<file path="src/design/nmcs_pkg.sv">
`default_nettype none

package nmcs_pkg;

   // default grid store side
   localparam int MAX_SIDE_DEF = 16;

   // grid size after reset
   localparam logic [4:0] GRID_SIZE_RST = 5'd16;

   // item modes
   localparam logic MODE_WRITE = 1'b0;
   localparam logic MODE_QUERY = 1'b1;

   // input item
   typedef struct packed {
      logic       mode;
      logic [3:0] row;
      logic [3:0] column;
      logic [1:0] cell_type;
      logic       never_visited;
   } req_payload_type;

   // result item
   typedef struct packed {
      logic [4:0] distance;
      logic       found;
   } rsp_payload_type;

   // one stored cell
   typedef struct packed {
      logic       fresh;
      logic [1:0] ctype;
   } cell_type;

   // store port control
   typedef struct packed {
      logic wr_en;
      logic rd_en;
   } mem_ctl_type;

   // sequencer steps
   localparam int STEP_W = 3;
   localparam logic [STEP_W-1:0] STEP_CLEAR    = 3'd0;
   localparam logic [STEP_W-1:0] STEP_FETCH    = 3'd1;
   localparam logic [STEP_W-1:0] STEP_DISPATCH = 3'd2;
   localparam logic [STEP_W-1:0] STEP_SCAN     = 3'd3;
   localparam logic [STEP_W-1:0] STEP_DRAIN    = 3'd4;
   localparam logic [STEP_W-1:0] STEP_REPLY    = 3'd5;
   localparam logic [STEP_W-1:0] STEP_WRITE    = 3'd6;

   // jump conditions
   localparam int COND_W = 3;
   localparam logic [COND_W-1:0] COND_ALWAYS    = 3'd0;
   localparam logic [COND_W-1:0] COND_CLR_MORE  = 3'd1;
   localparam logic [COND_W-1:0] COND_ACCEPT    = 3'd2;
   localparam logic [COND_W-1:0] COND_IS_WRITE  = 3'd3;
   localparam logic [COND_W-1:0] COND_SCAN_MORE = 3'd4;
   localparam logic [COND_W-1:0] COND_RSP_BUSY  = 3'd5;

   // control word: datapath strobes, then condition and both targets
   typedef struct packed {
      logic              clr_wr;
      logic              fetch;
      logic              scan_init;
      logic              scan_rd;
      logic              reply_query;
      logic              reply_write;
      logic [COND_W-1:0] cond;
      logic [STEP_W-1:0] jump_true;
      logic [STEP_W-1:0] jump_false;
   } ucode_type;

   // control store
   function automatic ucode_type ucode_rom(input logic [STEP_W-1:0] step);
      ucode_type w;
      w = '0;
      unique case (step)
         STEP_CLEAR: begin
            w.clr_wr     = 1'b1;
            w.cond       = COND_CLR_MORE;
            w.jump_true  = STEP_CLEAR;
            w.jump_false = STEP_FETCH;
         end
         STEP_FETCH: begin
            w.fetch      = 1'b1;
            w.cond       = COND_ACCEPT;
            w.jump_true  = STEP_DISPATCH;
            w.jump_false = STEP_FETCH;
         end
         STEP_DISPATCH: begin
            w.scan_init  = 1'b1;
            w.cond       = COND_IS_WRITE;
            w.jump_true  = STEP_WRITE;
            w.jump_false = STEP_SCAN;
         end
         STEP_SCAN: begin
            w.scan_rd    = 1'b1;
            w.cond       = COND_SCAN_MORE;
            w.jump_true  = STEP_SCAN;
            w.jump_false = STEP_DRAIN;
         end
         STEP_DRAIN: begin
            w.cond       = COND_ALWAYS;
            w.jump_true  = STEP_REPLY;
            w.jump_false = STEP_REPLY;
         end
         STEP_REPLY: begin
            w.reply_query = 1'b1;
            w.cond        = COND_RSP_BUSY;
            w.jump_true   = STEP_REPLY;
            w.jump_false  = STEP_FETCH;
         end
         STEP_WRITE: begin
            w.reply_write = 1'b1;
            w.cond        = COND_RSP_BUSY;
            w.jump_true   = STEP_WRITE;
            w.jump_false  = STEP_FETCH;
         end
         default: begin
            w.cond       = COND_ALWAYS;
            w.jump_true  = STEP_FETCH;
            w.jump_false = STEP_FETCH;
         end
      endcase
      return w;
   endfunction

endpackage

`default_nettype wire

</file>
<file path="src/design/nearest_matching_cell_search.sv">
// Items are taken one at a time: a write item passes from dispatch to the write step;
// a query passes from dispatch through the scan and drain steps to the reply step.
// Scan speed is set by the single read port of the cell store, which the scan loop reads
// once a cycle; each reply step waits while the last result is untaken, then fetches.
// Reset: a clearing pass over all MAX_SIDE*MAX_SIDE cells (256 by default) sets every
// cell to type 0, visited, with req_ready low; grid_size resets to 16.
`default_nettype none

module nearest_matching_cell_search
   import nmcs_pkg::*;
#(
   parameter int MAX_SIDE = MAX_SIDE_DEF
) (
   input  wire logic            clock,
   input  wire logic            reset,
   input  wire logic            req_valid,
   output logic                 req_ready,
   input  wire req_payload_type req_data,
   output logic                 rsp_valid,
   input  wire logic            rsp_ready,
   output rsp_payload_type      rsp_data,
   input  wire logic            csr_we,
   input  wire logic [4:0]      csr_wdata
);

   localparam int DEPTH = MAX_SIDE * MAX_SIDE;
   localparam int AW    = $clog2(DEPTH);
   localparam int IW    = $clog2(MAX_SIDE);
   localparam int SDW   = $clog2(MAX_SIDE + 1);
   localparam int CW    = (SDW > 5) ? SDW : 5;
   localparam int PW    = (IW > 4) ? IW : 4;
   localparam int DW    = ((SDW > PW) ? SDW : PW) + 1;

   logic [STEP_W-1:0] pc_ff, pc_in;
   logic [4:0]        grid_size_ff, grid_size_in;
   logic [AW-1:0]     clr_ff, clr_in;
   req_payload_type   req_ff, req_in;
   logic [IW-1:0]     r_ff, r_in, c_ff, c_in;
   logic [IW-1:0]     rrow_ff, rrow_in, rcol_ff, rcol_in;
   logic              rdv_ff, rdv_in;
   logic [DW-1:0]     best_ff, best_in;
   logic              rsp_valid_ff, rsp_valid_in;
   rsp_payload_type   rsp_data_ff, rsp_data_in;

   ucode_type         uw;
   logic              take;
   logic              accept;
   logic              clr_last;
   logic              last_r, last_c;
   logic              rsp_busy;
   logic [CW-1:0]     gs_w, max_w, side_w;
   logic [SDW-1:0]    side, side_m1;
   logic [DW-1:0]     limit;
   logic [PW-1:0]     rp, qr, cp, qc, dr, dc;
   logic [DW-1:0]     cell_dist;
   logic              hit;
   logic              wr_in_range;
   logic              found;
   mem_ctl_type       mem_ctl;
   logic [AW-1:0]     wr_addr, rd_addr;
   cell_type          wr_data, rd_data;

   // fetch the control word
   assign uw = ucode_rom(pc_ff);

   // active side, clamped to 1 .. MAX_SIDE
   always_comb begin
      gs_w  = CW'(grid_size_ff);
      max_w = CW'(MAX_SIDE);
      if (gs_w == '0) begin
         side_w = CW'(1);
      end else if (gs_w > max_w) begin
         side_w = max_w;
      end else begin
         side_w = gs_w;
      end
   end
   assign side    = side_w[SDW-1:0];
   assign side_m1 = side - SDW'(1);
   assign limit   = DW'(side) << 1;

   // scan position and loop ends
   assign last_c   = (SDW'(c_ff) == side_m1);
   assign last_r   = (SDW'(r_ff) == side_m1);
   assign clr_last = (clr_ff == AW'(DEPTH - 1));
   assign rsp_busy = rsp_valid_ff && !rsp_ready;

   assign req_ready = uw.fetch;
   assign accept    = req_valid && uw.fetch;

   // jump condition
   always_comb begin
      unique case (uw.cond)
         COND_ALWAYS:    take = 1'b1;
         COND_CLR_MORE:  take = !clr_last;
         COND_ACCEPT:    take = req_valid;
         COND_IS_WRITE:  take = (req_ff.mode == MODE_WRITE);
         COND_SCAN_MORE: take = !(last_r && last_c);
         COND_RSP_BUSY:  take = rsp_busy;
         default:        take = 1'b1;
      endcase
   end
   assign pc_in = take ? uw.jump_true : uw.jump_false;

   // distance of the cell just read
   always_comb begin
      rp        = PW'(rrow_ff);
      qr        = PW'(req_ff.row);
      cp        = PW'(rcol_ff);
      qc        = PW'(req_ff.column);
      dr        = (rp > qr) ? (rp - qr) : (qr - rp);
      dc        = (cp > qc) ? (cp - qc) : (qc - cp);
      cell_dist = DW'(dr) + DW'(dc);
   end
   assign hit = rdv_ff && rd_data.fresh && (rd_data.ctype == req_ff.cell_type)
                && (cell_dist < best_ff);

   // store ports
   assign wr_in_range = (int'(req_ff.row) < MAX_SIDE) && (int'(req_ff.column) < MAX_SIDE);
   always_comb begin
      mem_ctl.wr_en = uw.clr_wr || (uw.reply_write && wr_in_range);
      mem_ctl.rd_en = uw.scan_rd;
      if (uw.clr_wr) begin
         wr_addr = clr_ff;
         wr_data = '0;
      end else begin
         wr_addr = AW'(int'(req_ff.row) * MAX_SIDE + int'(req_ff.column));
         wr_data.fresh = req_ff.never_visited;
         wr_data.ctype = req_ff.cell_type;
      end
      rd_addr = AW'(int'(r_ff) * MAX_SIDE + int'(c_ff));
   end

   // datapath next values
   assign found = (best_ff < limit);
   always_comb begin
      grid_size_in = csr_we ? csr_wdata : grid_size_ff;
      clr_in       = uw.clr_wr ? clr_ff + AW'(1) : clr_ff;
      req_in       = accept ? req_data : req_ff;
      rdv_in       = uw.scan_rd;
      rrow_in      = uw.scan_rd ? r_ff : rrow_ff;
      rcol_in      = uw.scan_rd ? c_ff : rcol_ff;
      r_in         = r_ff;
      c_in         = c_ff;
      best_in      = hit ? cell_dist : best_ff;
      if (uw.scan_init) begin
         r_in    = '0;
         c_in    = '0;
         best_in = limit;
      end else if (uw.scan_rd) begin
         if (last_c) begin
            c_in = '0;
            r_in = r_ff + IW'(1);
         end else begin
            c_in = c_ff + IW'(1);
         end
      end
      // hold the result until taken, load a new one once the slot frees
      rsp_valid_in = rsp_busy;
      rsp_data_in  = rsp_data_ff;
      if (!rsp_busy && uw.reply_query) begin
         rsp_valid_in         = 1'b1;
         rsp_data_in.found    = found;
         rsp_data_in.distance = found ? best_ff[4:0] : 5'(limit - DW'(1));
      end else if (!rsp_busy && uw.reply_write) begin
         rsp_valid_in = 1'b1;
         rsp_data_in  = '0;
      end
   end

   // control registers
   always_ff @(posedge clock) begin
      if (reset) begin
         pc_ff        <= STEP_CLEAR;
         grid_size_ff <= GRID_SIZE_RST;
         clr_ff       <= '0;
         rdv_ff       <= 1'b0;
         rsp_valid_ff <= 1'b0;
      end else begin
         pc_ff        <= pc_in;
         grid_size_ff <= grid_size_in;
         clr_ff       <= clr_in;
         rdv_ff       <= rdv_in;
         rsp_valid_ff <= rsp_valid_in;
      end
   end

   // payload registers
   always_ff @(posedge clock) begin
      req_ff      <= req_in;
      r_ff        <= r_in;
      c_ff        <= c_in;
      rrow_ff     <= rrow_in;
      rcol_ff     <= rcol_in;
      best_ff     <= best_in;
      rsp_data_ff <= rsp_data_in;
   end

   nmcs_store #(
      .MAX_SIDE(MAX_SIDE)
   ) u_store (
      .clock   (clock),
      .ctl     (mem_ctl),
      .wr_addr (wr_addr),
      .wr_data (wr_data),
      .rd_addr (rd_addr),
      .rd_data (rd_data)
   );

   assign rsp_valid = rsp_valid_ff;
   assign rsp_data  = rsp_data_ff;

   // best distance only shrinks while compares run
   a_best_shrinks: assert property (@(posedge clock) disable iff (reset)
      rdv_ff |=> (best_ff <= $past(best_ff)))
      else $error("best distance grew during a scan");

   // a result appears only from a reply step
   a_rsp_source: assert property (@(posedge clock) disable iff (reset)
      $rose(rsp_valid_ff) |-> ($past(pc_ff) == STEP_REPLY || $past(pc_ff) == STEP_WRITE))
      else $error("result raised outside a reply step");

   // a write item answers with zeros
   a_write_reply: assert property (@(posedge clock) disable iff (reset)
      (pc_ff == STEP_WRITE && !rsp_busy) |=>
         (rsp_valid_ff && !rsp_data_ff.found && rsp_data_ff.distance == 5'd0))
      else $error("write item reply not zero");

   // no item taken while the store is being cleared
   a_no_fetch_in_clear: assert property (@(posedge clock) disable iff (reset)
      (pc_ff == STEP_CLEAR) |-> !req_ready)
      else $error("item accepted during clearing pass");

endmodule

`default_nettype wire

</file>
<file path="src/design/nmcs_store.sv">
`default_nettype none

module nmcs_store
   import nmcs_pkg::*;
#(
   parameter int MAX_SIDE = MAX_SIDE_DEF
) (
   input  wire logic                                  clock,
   input  wire mem_ctl_type                           ctl,
   input  wire logic [$clog2(MAX_SIDE*MAX_SIDE)-1:0]  wr_addr,
   input  wire cell_type                              wr_data,
   input  wire logic [$clog2(MAX_SIDE*MAX_SIDE)-1:0]  rd_addr,
   output cell_type                                   rd_data
);

   localparam int DEPTH = MAX_SIDE * MAX_SIDE;

   cell_type mem_ff [DEPTH];
   cell_type rd_data_ff;

   // one write port, one registered read port
   always_ff @(posedge clock) begin
      if (ctl.wr_en) begin
         mem_ff[wr_addr] <= wr_data;
      end
      if (ctl.rd_en) begin
         rd_data_ff <= mem_ff[rd_addr];
      end
   end

   assign rd_data = rd_data_ff;

endmodule

`default_nettype wire

</file>
<file path="config.mk">
export PLATFORM = sky130hd
export DESIGN_NAME = nearest_matching_cell_search
export DESIGN_NICKNAME = d
export VERILOG_FILES = /design/src/design/nmcs_pkg.sv /design/src/design/nearest_matching_cell_search.sv /design/src/design/nmcs_store.sv
export SDC_FILE = /design/constraint.sdc
export NUM_CORES = 1
export LEC_CHECK = 0
export ABC_CLOCK_PERIOD_IN_PS = 19500
export BUFFER_PORTS_ARGS = -buffer_cell sky130_fd_sc_hd__buf_2
export CAP_MARGIN = 15
export CORE_MARGIN = 2
export CORE_UTILIZATION = 68
export CTS_CLUSTER_SIZE = 20
export DETAILED_ROUTE_END_ITERATION = 7
export PLACE_DENSITY_LB_ADDON = 0.3
export SLEW_MARGIN = 15
export SYNTH_ARGS = -nofsm -noshare
export SYNTH_HDL_FRONTEND = slang
export SYNTH_HIERARCHICAL = 1
export SYNTH_SLANG_ARGS = --single-unit
</file>
<file path="constraint.sdc">
create_clock -name clock -period 19.5 [get_ports clock]
set_input_delay 0.975 -clock clock [delete_from_list [all_inputs] [get_ports clock]]
set_output_delay 0.975 -clock clock [all_outputs]
set_load 0.03 [all_outputs]
</file>
==> results of run 1 <==
-- where the power goes --
group | switching, mW | internal (mW)
clock network | 0.629 | 0.856
registers | 0.0567 | 2.21
logic | 0.805 | 0.403
total | 1.49 | 3.47
-- flip-flops by register name (all words and copies together) (netlist names), 5 cells and up, named ones only --
signal,count
u_store/mem_ff,768
clr_ff,8
grid_size_ff,5
rsp_data,6
best_ff,6
-- worst reg2reg max path: stages (launching register included) --
cell and delay (ns):
dfxtp_4 0.76, buf_4 0.80, buf_4 0.93, mux4_2 0.45
mux4_2 0.49, nor3b_2 0.22, a31oi_1 0.09, and3_1 0.28
a311o_1 0.34
-- Yosys cell counts, types with 3 or more instances --
master,count
dfxtp_1,27
a22o_1,4
mux4_2,153
a21oi_1,40
or3_1,6
a31oi_1,9
ha_1,30
xnor2_1,7
nand2b_1,13
nor2b_1,32
buf_4,8
o21a_1,4
buf_1,7
inv_1,33
nand3b_1,3
nand3_1,39
a32o_1,3
a211oi_1,9
o21ai_1,3
clkbuf_1,77
xor2_1,14
a2111oi_0,7
nor3_1,22
fa_1,5
nand2_1,71
buf_2,15
a41oi_1,6
o211ai_1,8
nand4_1,17
nor2_1,302
a22oi_1,43
mux2i_1,103
nor4_1,5
a21o_1,13
o221ai_1,7
or4_1,3
edfxtp_1,802
nor3b_1,3
o21ai_0,22
and3_1,5
buf_6,17
mux2_2,3
o22ai_1,24
and2_1,6
-- layout make-up --
cell class / count / area [um^2] / area share, %
Sequential cell: 829 / 24630 / 65.36
Timing Repair Buffer: 68 / 475.5 / 1.262
Multi-Input combinational cell: 1078 / 9156 / 24.30
Clock inverter: 36 / 344.1 / 0.9130
Clock buffer: 98 / 2111 / 5.601
Tap cell: 672 / 840.8 / 2.231
Inverter: 34 / 127.6 / 0.3386
-- metal layers --
layer | vias up | share of wire (%)
met4 | 0 | 4.9
met1 | 9894 | 35
li1 | 8143 | -
met5 | - | 0
met3 | 277 | 11
met2 | 1317 | 49
-- logic make-up after synthesis --
family / share of synthesized area [%]
AO/OA/AOI/OAI: 4.349
XOR/XNOR: 0.5327
adder cells (fa/ha/maj): 1.377
buffers and inverters: 2.272
flip-flops: 71.32
multiplexers: 13.06
AND/OR/NAND/NOR: 7.088
-- worst paths after layout --
check	cells after the start	start	slack [ns]	endpoint
max	8	c_ff[1]	14.89	u_store/rd_data[2]
min	2	best_ff[0]	0.51	best_ff[0]
max reg2reg	8	c_ff[1]	14.89	u_store/rd_data[2]
min reg2reg	2	best_ff[0]	0.51	best_ff[0]
==> flow_summary.ini, run 1 <==
[synthesis]
synth_area_per_cell_um2 = 16.71
synthArstFlopShare_pct = 0
synth_nets = 2123
synth_top_area_share_pct = 69.75
yosysSeqAreaShare_pct = 71.32
synth_edf_count = 802
synth_area_leader_cell = edfxtp_1
syn_area_um2 = 34530
yosys_most_used_dff = edfxtp_1
synth_cell_type_count = 73
yosysWarningCount = 6
synth-seq-cells = 829
synthCells = 2066
ys_top_cells_by_area = edfxtp_1, mux4_2, nor2_1, mux2i_1, dfxtp_1

[worst_setup_path]
critPathBufInv = 2
critPathTopFamily = buffers and inverters
start_kind = register
path_cells = buf_4 > buf_4 > mux4_2 > mux4_2 > nor3b_2 > a31oi_1 > and3_1 > a311o_1
arrival_ns = 4.96
critPathKind = reg -> reg
critPathSlowestCell = buf_4
worstPathMaxFanout = 70
required_ns = 19.85
cp-end-kind = register
slowest_delay_ns = 0.91

[global_routing]
grtUsageMet1_pct = 42.74
antenna_found_initial = 0
met3_usage_pct = 6.897
overflow = 0
grt_max_degree = 257
grt_first_pass_wirelength_um = 123400
grt_usage_pct = 32.00
grtUsageMet2_pct = 51.38
grt-busiest-layer = met2
grt_pass1_vias = 19770

[power]
total_power_mw = 4.957
vdd_drop_max_mv = 0.09680
power_density_nw_per_um2 = 131.5
total_leakage_power_nw = 11.79

[clocking]
cts_tree = done
clock_path_buffers = 3
clk_latency_ns = 0.62
clk_pin_slew_ns = 0.06
root_buffer = clkbuf_16
numCtsBuffers = 79
clock-sinks = 829
cts_resized = 0
cts_hold_buf = 0
htree_levels = 3
postCtsSetupRepairBufs = 0

[floorplanning]
die_w_um = 229.3
initial_utilization_pct = 68.82
rows = 82
dieArea_um2 = 52590
boundaryPins = 30
core_area_um2 = 50170
chipHeight_um = 229.3

[finish]
antennaDiodeCount = 0
drive_gt1_share_pct = 16.43
fill_cells = 2718
layoutNonFillerInstCount = 2815
fin_util_pct = 75.12
nNetsFinal = 2147
layout_common_cells = edfxtp_1, nor2_1, mux4_2, mux2i_1, clkbuf_16
area_growth_pct = 9.154
layout_commonest_cell = edfxtp_1
stdcell_area_um2 = 37690

[placed_design]
dp_hpwl_um = 48590
place_ws_ns = 14.93
gp_congestion = 0.8789
place_inst = 2680
port-buffer-count = 29
placed_area_um2 = 35210

[sta]
slew_headroom_pct = 18.91
hold_viol = 0
rsz0062_at_grt = false
skew_ns = 0.02420
fin_ws_ns = 14.89
fin_tns_setup_ns = 0
tightestPinTransition_ns = 1.204
final.period_utilization_pct = 23.65
timing.fmax_mhz = 216.9
min_period_ns = 4.611
final_max_slew_viol_count = 0
holdWs_ns = 0.5149
setup-violations-final = 0

[outcome]
outcome = finished, final reports clean

[route]
drt-pass1-iter-count = 6
finalWirelength_um = 82460
drc = 0
vias_per_cell = 6.974
drt-initial-drc-count = 2847
detail-route-antenna-nets = 0
routedWlPerCell_um = 29.29
via_count = 19630

[worst_hold_path]
min_path_type = reg -> reg

[flow_run]
cap_violations = 0
Power figures use the tool's default switching activity.
==> run 2, diff against run 1 <==
--- a/config.mk
+++ b/config.mk
@@ -5,11 +5,11 @@
 export SDC_FILE = /design/constraint.sdc
 export NUM_CORES = 1
 export LEC_CHECK = 0
-export ABC_CLOCK_PERIOD_IN_PS = 19500
+export ABC_CLOCK_PERIOD_IN_PS = 3900
 export BUFFER_PORTS_ARGS = -buffer_cell sky130_fd_sc_hd__buf_2
 export CAP_MARGIN = 15
 export CORE_MARGIN = 2
-export CORE_UTILIZATION = 68
+export CORE_UTILIZATION = 57
 export CTS_CLUSTER_SIZE = 20
 export DETAILED_ROUTE_END_ITERATION = 7
 export PLACE_DENSITY_LB_ADDON = 0.3
==> constraint.sdc (replaced) <==
create_clock -name clock -period 3.9 [get_ports clock]
set_input_delay 0.195 -clock clock [delete_from_list [all_inputs] [get_ports clock]]
set_output_delay 0.195 -clock clock [all_outputs]
set_load 0.03 [all_outputs]
==> run 2 against run 1 <==
Compared with the run above: sequential share of layout area shrank 2.1 points; clock-buffer cell count grew 2; die area grew 19%; design area grew 3.4%; largest power group unchanged; global-route usage shrank 5.6 points; sequential power grew to 5.0 times the previous value; non-clock buffer count grew 92.
==> flow_summary.ini, run 2 (same netlist as run 1, synthesis figures left out) <==
[outcome]
outcome = finished, final reports clean

[floorplanning]
die_w_um = 250.1
core_area_um2 = 60130
boundaryPins = 30
chipHeight_um = 250.1
dieArea_um2 = 62560
rows = 90
initial_utilization_pct = 57.42

[clocking]
clock_path_buffers = 3
root_buffer = clkbuf_16
postCtsSetupRepairBufs = 0
clk_latency_ns = 0.63
clk_pin_slew_ns = 0.06
numCtsBuffers = 82
htree_levels = 3
clock-sinks = 829
cts_tree = done

[power]
total_power_mw = 25.69
p_switching_mw = 7.759
power_density_nw_per_um2 = 659.3
p_clk_share_pct = 30.4
p_comb_share_pct = 26.0
swShare_pct = 30.20
intPower_mw = 17.93
total_leakage_power_nw = 12.34
vdd_drop_max_mv = 0.5270
seqPwrFrac_pct = 43.6

[finish]
drive_gt1_share_pct = 19.06
largest_reg_flops = 768
top_regs = u_store/mem_ff x768, clr_ff x8
top_register = u_store/mem_ff
fin_util_pct = 64.80
layout_common_cells = edfxtp_1, nor2_1, mux4_2, mux2i_1, buf_4
antennaDiodeCount = 0
nNetsFinal = 2242
area_growth_pct = 12.86
layout_commonest_cell = edfxtp_1

[worst_setup_path]
critPathKind = reg -> reg
regToRegEndpoint = best_ff[2]
worstPathMaxFanout = 5
cp-end-kind = register
worst-r2r-cell-count = 16
r2r_start = cp[0]
start_kind = register
rrSetupSlack_ns = 0.11
arrival_ns = 4.24
required_ns = 4.35

[worst_hold_path]
min_path_type = in -> reg
hold_depth = 5
hold_start = req_valid

[route]
drt-initial-drc-count = 2497
routedWlPerCell_um = 26.92
via_count = 19450
vias_per_cell = 6.425
drc = 0
detail-route-antenna-nets = 0
finalWirelength_um = 81480
drt-pass1-iter-count = 7

[global_routing]
grt_pass1_vias = 19780
grt_first_pass_wirelength_um = 122100
grt_max_degree = 189
antenna_found_initial = 0
grt_usage_pct = 26.43
overflow = 0

[sta]
skew_ns = 0.02331
final_max_slew_viol_count = 0
tightestPinTransition_ns = 1.175
timing.fmax_mhz = 263.7
slew_headroom_pct = 20.87
setup-violations-final = 0
hold_viol = 0
final.period_utilization_pct = 97.23
min_period_ns = 3.792

[placed_design]
gp_congestion = 0.8531
dp_hpwl_um = 50710
port-buffer-count = 29

[flow_run]
cap_violations = 0
run 2: cell types whose count changed in the layout (fill, tap and decap cells not counted), sizes merged:
cell	delta
buf	+62
dlygate4sd3	+30
clkinvlp	+2
clkbuf	+2
inv	+2
clkinv	+3
bufinv	+1
run 2: area by class of cell:
cell class / instances / area (um^2)
fill: 4037 / 21160
multi-input combinational: 1078 / 9213
tap: 782 / 978.4
clock inverter: 44 / 446.7
timing repair buffer: 160 / 1366
inverter: 34 / 127.6
sequential: 829 / 24630
clock buffer: 100 / 2205
run 2: power by group through the flow:
| stage | clock (mW) | combinational, mW | sequential, mW |
|---|---|---|---|
| floorplan | 0 | 4.21 | 11.4 |
| global placement | 0 | 6.37 | 11.4 |
| detailed placement | 0 | 6.50 | 11.4 |
| CTS | 7.91 | 6.57 | 11.2 |
| global route | 8.25 | 7.08 | 11.2 |
| finish | 7.81 | 6.68 | 11.2 |
run 2: worst max-delay path by stage:
| stage | startpoint | slack, ns | to |
|---|---|---|---|
| after floorplan | register | -1.46 | u_store/mem_ff[0][2] |
| after global placement | rp[0] | 0.12 | best_ff[5] |
| after detailed placement | qr[0] | 0.02 | best_ff[1] |
| after CTS | cp[0] | 0.002 | best_ff[2] |
| after global routing | rp[0] | -0.008 | best_ff[2] |
| final | cp[0] | 0.11 | best_ff[2] |
run 2: what timing repair did:
item	in CTS	in global routing
hold buffers	30	0
setup endpoints to repair	5	10
endpoints found under the hold margin	27	0
resized for setup	1	12
pin swaps	0	1
run 2: worst max-delay path, stage by stage (launching register included):
cell	delay, ns
edfxtp_1	0.41
inv_1	0.08
ha_1	0.16
inv_1	0.07
fa_1	0.39
a21o_1	0.18
a21oi_2	0.15
a41oi_2	0.08
mux2_4	0.37
fa_2	0.38
a21o_1	0.17
a21o_1	0.20
ha_1	0.22
a2111oi_4	0.31
o21ai_2	0.12
buf_4	0.17
o22ai_1	0.16
run 2: stage by stage:
| step | setup WS, ns | cell area (um^2) | hold slack, ns | TNS [ns] | cells |
|---|---|---|---|---|---|
| after floorplan | -1.460 | 34530 | 0.2939 | -1121.19 | 2066 |
| after global placement | 0.1196 | 35960 | 0.3716 | 0 | 2853 |
| after detailed placement | 0.01644 | 35960 | 0.3733 | 0 | 2853 |
| after CTS | 0.002445 | 38910 | 0.09728 | 0 | 3027 |
| after global routing | -0.008424 | 38970 | 0.1856 | -0.01383 | 3027 |
| final | 0.1079 | 38970 | 0.1152 | 0 | 3027 |
run 2: routing by layer:
layer  wire (um)  track usage (%)  vias up  part of all wire [%]
li1            -                -     8340                     -
met1       31130            35.88     9875                    38
met2       39420            42.44     1050                    48
met3        7722            5.539      184                   9.5
met4        3217            10.49        0                   3.9
met5           0                0        -                     0
